===== config.mk =====
export PLATFORM = sky130hd
export DESIGN_NAME = framed_serial_transmitter_top
export DESIGN_NICKNAME = d
export VERILOG_FILES = /design/src/rtl/fst_pkg.sv /design/src/rtl/fst_engine.sv /design/src/rtl/framed_serial_transmitter_top.sv
export VERILOG_INCLUDE_DIRS = /design/src /design/src/rtl
export SDC_FILE = /design/constraint.sdc
export NUM_CORES = 1
export LEC_CHECK = 0
export BUFFER_PORTS_ARGS = -buffer_cell sky130_fd_sc_hd__buf_2
export CAP_MARGIN = 5
export CORE_MARGIN = 3
export CORE_UTILIZATION = 50
export CTS_BUF_LIST = sky130_fd_sc_hd__clkbuf_16
export DETAILED_ROUTE_END_ITERATION = 8
export PLACE_DENSITY = 0.67
export SLEW_MARGIN = 20
export SYNTH_ARGS = -nofsm -noshare
export SYNTH_HDL_FRONTEND = slang
export SYNTH_SLANG_ARGS = --single-unit

===== constraint.sdc =====
create_clock -name clk -period 5.79 [get_ports clk]
set_input_delay 0.8685 -clock clk [delete_from_list [all_inputs] [get_ports clk]]
set_output_delay 0.8685 -clock clk [all_outputs]
set_load 0.01 [all_outputs]

===== src/rtl/assert_macros.svh =====
// Assertion macros shared by the RTL of the framed serial transmitter.
// Each macro samples on clk and is disabled while arst_n is low.
`ifndef ASSERT_MACROS_SVH
`define ASSERT_MACROS_SVH

// Same-cycle implication.
`define ASSERT_IMP(label, ante, cons) \
	label: assert property (@(posedge clk) disable iff (!arst_n) (ante) |-> (cons)) \
		else $error("assertion failed");

// Next-cycle implication.
`define ASSERT_NXT(label, ante, cons) \
	label: assert property (@(posedge clk) disable iff (!arst_n) (ante) |=> (cons)) \
		else $error("assertion failed");

`endif


===== src/rtl/fst_pkg.sv =====
// Package for the framed serial transmitter: item and result types, frame constants.
// No dependencies.
package fst_pkg;

	localparam int unsigned MAX_PAYLOAD = 15;
	localparam int unsigned CNT_W = 4;
	localparam int unsigned POS_W = 5;
	localparam int unsigned PHASE_W = 4;

	localparam logic [1:0] KIND_TICK  = 2'd0;
	localparam logic [1:0] KIND_LOAD  = 2'd1;
	localparam logic [1:0] KIND_START = 2'd2;

	localparam logic [PHASE_W-1:0] PHASE_START  = 4'd0;
	localparam logic [PHASE_W-1:0] PHASE_PARITY = 4'd9;
	localparam logic [PHASE_W-1:0] PHASE_STOP   = 4'd10;

	typedef struct packed {
		logic [3:0] command;
		logic [7:0] data_byte;
		logic [1:0] kind;
	} item_t;

	typedef struct packed {
		logic dropped;
		logic busy_res;
		logic tx_line;
	} result_t;

endpackage


===== src/rtl/fst_engine.sv =====
// Frame state of the transmitter: payload store, header, check byte and bit sequencer.
// Depends on fst_pkg. Applies one item per step and presents its result combinationally.
module fst_engine (
	input  logic            clk,
	input  logic            arst_n,
	input  logic            step,
	input  fst_pkg::item_t  item,
	output fst_pkg::result_t result
);
	import fst_pkg::*;

	function automatic logic [3:0] ones_in(input logic [7:0] b);
		logic [3:0] n;
		n = 4'd0;
		for (int k = 0; k < 8; k++) begin
			n = n + {3'd0, b[k]};
		end
		return n;
	endfunction

	logic [7:0]         store_q [MAX_PAYLOAD];
	logic [CNT_W-1:0]   count_q, count_n;
	logic [7:0]         header_q, header_n;
	logic [7:0]         check_q, check_n;
	logic [6:0]         pl_ones_q, pl_ones_n;
	logic [PHASE_W-1:0] phase_q, phase_n;
	logic [POS_W-1:0]   pos_q, pos_n;
	logic               sending_q, sending_n;
	logic               line_q, line_n;
	logic               drop;
	logic               wr_en;
	logic [7:0]         cur_byte;
	logic [3:0]         rd_idx;
	logic [7:0]         hdr;

	assign rd_idx = pos_q[3:0] - 4'd1;
	assign hdr    = {count_q, item.command};

	always_comb begin
		if (pos_q == '0) begin
			cur_byte = header_q;
		end else if ({1'b0, pos_q} <= {2'b0, count_q}) begin
			cur_byte = store_q[rd_idx];
		end else begin
			cur_byte = check_q;
		end
	end

	always_comb begin
		count_n   = count_q;
		header_n  = header_q;
		check_n   = check_q;
		pl_ones_n = pl_ones_q;
		phase_n   = phase_q;
		pos_n     = pos_q;
		sending_n = sending_q;
		line_n    = line_q;
		drop      = 1'b0;
		wr_en     = 1'b0;
		case (item.kind)
			KIND_TICK: begin
				if (sending_q) begin
					if (phase_q == PHASE_START) begin
						line_n = 1'b0;
					end else if (phase_q < PHASE_PARITY) begin
						line_n = cur_byte[phase_q[2:0] - 3'd1];
					end else if (phase_q == PHASE_PARITY) begin
						line_n = ^cur_byte;
					end else begin
						line_n = 1'b1;
					end
					if (phase_q == PHASE_STOP) begin
						phase_n = PHASE_START;
						pos_n   = pos_q + 5'd1;
						if (({1'b0, pos_q} + 6'd1) >= ({2'b0, count_q} + 6'd2)) begin
							sending_n = 1'b0;
							pos_n     = '0;
							count_n   = '0;
							pl_ones_n = '0;
						end
					end else begin
						phase_n = phase_q + 4'd1;
					end
				end else begin
					line_n = 1'b1;
				end
			end
			KIND_LOAD: begin
				if (sending_q || ({28'd0, count_q} >= MAX_PAYLOAD)) begin
					drop = 1'b1;
				end else begin
					wr_en     = 1'b1;
					count_n   = count_q + 4'd1;
					pl_ones_n = pl_ones_q + {3'd0, ones_in(item.data_byte)};
				end
			end
			KIND_START: begin
				if (sending_q) begin
					drop = 1'b1;
				end else begin
					header_n  = hdr;
					check_n   = {1'b0, pl_ones_q} + {4'd0, ones_in(hdr)};
					phase_n   = PHASE_START;
					pos_n     = '0;
					sending_n = 1'b1;
				end
			end
			default: begin
			end
		endcase
	end

	assign result.tx_line  = line_n;
	assign result.busy_res = sending_n;
	assign result.dropped  = drop;

	always_ff @(posedge clk or negedge arst_n) begin
		if (!arst_n) begin
			count_q   <= '0;
			header_q  <= '0;
			check_q   <= '0;
			pl_ones_q <= '0;
			phase_q   <= '0;
			pos_q     <= '0;
			sending_q <= 1'b0;
			line_q    <= 1'b1;
		end else if (step) begin
			count_q   <= count_n;
			header_q  <= header_n;
			check_q   <= check_n;
			pl_ones_q <= pl_ones_n;
			phase_q   <= phase_n;
			pos_q     <= pos_n;
			sending_q <= sending_n;
			line_q    <= line_n;
		end
	end

	always_ff @(posedge clk) begin
		if (step && wr_en) begin
			store_q[count_q] <= item.data_byte;
		end
	end

endmodule


===== src/rtl/framed_serial_transmitter_top.sv =====
// Top level of the framed serial transmitter: input register, frame engine, result register.
// Depends on fst_pkg, fst_engine and assert_macros.svh.
//
//  channel | dir | tdata                          | tuser
//  s_*     | in  | [7:0] data_byte, [11:8] command | [1:0] kind
//  m_*     | out | [0] tx_line, [1] busy_res, [2] dropped | -
//
// Every item gives one result; one item per cycle sustained while m_tready does not stall.
// The rate is set by the single engine step between input and result register.
// Reset (arst_n low) empties both registers, idles the line high and empties the payload.
// A stall on m_tready holds the result; one more item waits in the input register.
`include "assert_macros.svh"

module framed_serial_transmitter_top (
	input  logic        clk,
	input  logic        arst_n,
	input  logic        s_tvalid,
	output logic        s_tready,
	input  logic [15:0] s_tdata,  // [7:0] data_byte, [11:8] command, rest zero
	input  logic [1:0]  s_tuser,  // [1:0] kind
	output logic        m_tvalid,
	input  logic        m_tready,
	output logic [7:0]  m_tdata   // [0] tx_line, [1] busy_res, [2] dropped, rest zero
);
	import fst_pkg::*;

	logic    item_vld_s1;
	item_t   item_s1;
	logic    res_vld_q;
	result_t res_q;
	result_t res;
	logic    advance;

	assign advance  = item_vld_s1 && (!res_vld_q || m_tready);
	assign s_tready = !item_vld_s1 || advance;

	always_ff @(posedge clk or negedge arst_n) begin
		if (!arst_n) begin
			item_vld_s1 <= 1'b0;
			res_vld_q   <= 1'b0;
		end else begin
			if (s_tready) begin
				item_vld_s1 <= s_tvalid;
			end
			if (advance) begin
				res_vld_q <= 1'b1;
			end else if (m_tready) begin
				res_vld_q <= 1'b0;
			end
		end
	end

	always_ff @(posedge clk) begin
		if (s_tready && s_tvalid) begin
			item_s1.kind      <= s_tuser;
			item_s1.data_byte <= s_tdata[7:0];
			item_s1.command   <= s_tdata[11:8];
		end
		if (advance) begin
			res_q <= res;
		end
	end

	fst_engine u_engine (
		.clk    (clk),
		.arst_n (arst_n),
		.step   (advance),
		.item   (item_s1),
		.result (res)
	);

	assign m_tvalid = res_vld_q;
	assign m_tdata  = {5'd0, res_q.dropped, res_q.busy_res, res_q.tx_line};

	`ASSERT_IMP(a_ready_when_empty, !res_vld_q, s_tready)
	`ASSERT_IMP(a_idle_line_high, advance && item_s1.kind == KIND_TICK && !res.busy_res, res.tx_line)
	`ASSERT_IMP(a_tick_never_drops, advance && item_s1.kind == KIND_TICK, !res.dropped)
	`ASSERT_NXT(a_result_follows, advance, res_vld_q)

endmodule


==> summary.md <==
| Metric | Value |
|---|---|
| Fraction of registers with async set/reset | approximately 23% |
| CP max-delay cell | edfxtp_1 |
| Crit path top cell by count | fa_1 |
| CTS clk-pin slew, worst paths | roughly 0.070 ns |
| Synthesis Warnings | 0 |
| Total of max-cap violations | 0 |
| Endpoints failing setup | 0 |
| PnR worst setup slack | 1.44 ns |
| Peak supply drop | about 0.25 mV |
| Static Leak | between 3 and 4 nW |
| Cells resized by post-CTS repair | 0 |
| Fillers | approximately 1400 |
| Avg Inst Size Synth | 13.3 um2 |
| Seq/Total Area, Yosys | 58.7% |
| Initial Util | 51.8% |
| RSZ-0062 raised after global routing | false |
| CP Data Required Time | a little over 6 ns |
| Number of buffers and inverters on the critical path | 2 |
| Diode count | 0 |
| Site Rows | 47 |
| Vias/cell | roughly 5.7 |
| Worst EP arrival | between 4 and 5 ns |
| Worst path max stage delay | 0.64 ns |
| # IOs | 32 |
| Worst hold path type | reg2reg |
| Crit-path leading delay family | adder cells |
| Fmax | roughly 230 MHz |
| Final Critical Period | around 4.3 ns |
| Critical-path cell list | ha_1 > inv_1 > fa_1 > fa_1 > fa_1 > fa_1 > inv_1 > fa_1 > a21o_1 > a21oi_1 > nor4_1 > mux2i_1 > o21ai_0 |
| Cell count after synthesis | 654 |
| Worst hold stages | 2 |
| Share of cells above drive strength 1 | 15.4% |
| CP startpoint kind | register |
| R2R depth | 13 |
| DRC | 0 |
| Final HPWL from detailed placement | between 10 and 15 mm |
| Max clock buf depth | 2 |
| Critical Path Fanout Max | 16 |
| Yosys top cell area share | a little under half |
| Number of synthesized flops with an enable pin | between 100 and 150 |
| Mapped cell area | 8720 um2 |
| Status | finished, final reports clean |
| Fin. Hold Viols | 0 |
| Die ar. | around 19000 um2 |
| GR Overflow Total | 0 |
| Num CTS Buffers | 17 |
| Synth Register Bits | around 180 |
| Critical path type | reg2reg |
| Setup Buffers After CTS | 0 |
| Netlist cell types | 65 |
| Violation count after the first detailed-route iteration | 395 |
| Wire per inst | 19.8 um |
| Tot GR Track Use | 19.5% |
| DRT Pass-1 Iters | 5 |
| Clock skew | 0.00716 ns |
| H-tree depth | 4 |
| Dpl ws | around 1.4 ns |
| Hold-fix buffers at CTS | 0 |
| Synth-to-layout area growth | 9.43% |
| PD cells | 453 nW/um2 |
| Largest net degree at the start of global routing | 41 |
| Endpoint class of the critical path | register |
| Fin crit share | 75.1% |
| Post-Route WL | 17.8 mm |
| Root buf cell | clkbuf_16 |
| Minimum hold slack | 0.494 ns |
| Slew of the pin with the lowest slew margin | 1.08 ns |
| Cell taking the most area after synthesis | edfxtp_1 |
| Setup tns final | 0 ns |
| TritonCTS clock tree | yes |
| Via count | 5190 |
| Core area | 16800 um2 |
| Vias in the first global route | 5313 |
| Dominant cells by area after synthesis | edfxtp_1 47%, dfrtp_1 11%, ha_1 5.6% |
| RePlAce Congestion | between 0.8 and 0.9 |
| Die Y-Extent | 138 um |
| CTS Sinks | 177 |
| Slew headroom | 28.1% |
| Port Buf Inserts | 22 |
| Global-route wire length before repair | 28.9 mm |
| Number of nets in the layout | 742 |
| Stages on the worst setup path | 13 |
| Most used DFF post-synth | edfxtp_1 |
| Initial antenna violation count | 0 |
| Worst skew pair latency | about 0.44 ns |
| Total power | 4.32 mW |
| DRT antenna net count | 0 |
| Slew Limit Fails | 0 |
| Die width | 138 um |
[area by class of cell]
type / count / area, um2 / share of cell area (%)
clock buffers: 17 / 425 / 4.46
clock inverters: 14 / 155 / 1.63
inverters: 43 / 161 / 1.69
multi-input cells: 403 / 3240 / 34.0
flip-flops and latches: 177 / 5120 / 53.6
well taps: 220 / 275 / 2.89
repair buffers: 29 / 163 / 1.71
[placed cells by master (no fill, tap or decap), types with 4 or more instances in the layout]
master and count:
clkbuf_16 17, o21ai_0 38, ha_1 39, nor3_1 4, buf_4 7, a21o_1 5, a211oi_1 7, nand4_1 4
buf_2 22, inv_1 43, nand2_1 81, xor2_1 7, a31oi_1 4, a21oi_1 11, nor2_1 23, nand3_1 18
mux4_2 18, nand2b_1 8, edfxtp_1 137, nor2b_1 8, dfrtp_1 39, o31ai_1 4, mux2i_1 28, o21a_1 5
conb_1 5, mux2_2 8, xnor2_1 12, fa_1 10
[registers in the layout, summed over array words and instances (netlist names)]
name                cells
item_vld_s1             1
u_engine.store_q      120
u_engine.check_q        8
u_engine.pl_ones_q      7
u_engine.header_q       8
u_engine.sending_q      1
u_engine.count_q        4
u_engine.pos_q          5
u_engine.line_q         1
m_tdata                 3
m_tvalid                1
u_engine.phase_q        4
item_s1                14
[per-layer routing]
layer | share of wire (%) | track usage, % | wire length (um)
met1 | 44 | 26.2 | 7850
met3 | 4.5 | 4.01 | 801
met5 | 0 | 0 | 0
met4 | 2.7 | 7.90 | 488
met2 | 49 | 31.6 | 8700
[through the flow]
step	instances	instance area, um2	utilization, %
floorplan	658	8730	-
global placement	872	8960	53.3
detailed placement	872	8960	53.3
CTS	903	9540	56.7
global route	903	9540	56.7
finish	903	9540	56.7
[power breakdown]
group | leakage (nW) | total (mW) | switching, mW | internal (mW)
clock network | 0.281 | 1.14 | 0.495 | 0.641
registers | 1.75 | 1.55 | 0.100 | 1.45
logic | 1.57 | 1.64 | 0.918 | 0.719
total | 3.60 | 4.32 | 1.51 | 2.81
[worst min-delay path: stages, from the launching register on]
cell,delay (ns)
dfrtp_1,0.35
nand2_1,0.05
o21ai_0,0.06
[synth_stat cells, drive strengths merged, types with 3 or more instances]
master,count
nand2b,8
o31ai,5
or2,3
dfrtp,39
mux4,18
o211ai,5
xor2,8
ha,39
a21o,5
inv,43
nand4,4
nand3,18
o21ai,40
mux2i,28
nor3,7
and2,3
a31oi,5
fa,10
nand2,81
edfxtp,137
o21a,5
clkbuf,14
nor2b,8
a211oi,8
nor2,23
xnor2,13
a21oi,11
buf,21
mux2,8
[worst paths after layout]
check / startpoint / endpoint / slack, ns
setup / recovery: item_s1[2] / u_engine.pl_ones_q[6] / 1.44
hold / removal: u_engine.header_q[6] / u_engine.header_q[6] / 0.49
setup reg to reg: item_s1[2] / u_engine.pl_ones_q[6] / 1.44
hold reg to reg: u_engine.header_q[6] / u_engine.header_q[6] / 0.49
max in group asynchronous: arst_n / u_engine.check_q[7] / 4.65
min in group asynchronous: arst_n / u_engine.phase_q[1] / 0.56
[cell families after synthesis]
logic type	share of synthesized area (%)
compound gates	8.55
fa+ha+maj	7.89
buf+inv	4.41
xor+xnor	2.54
flops	58.7
simple gates	8.97
other cells	0.0430
mux	8.90
Power figures use the tool's default switching activity.
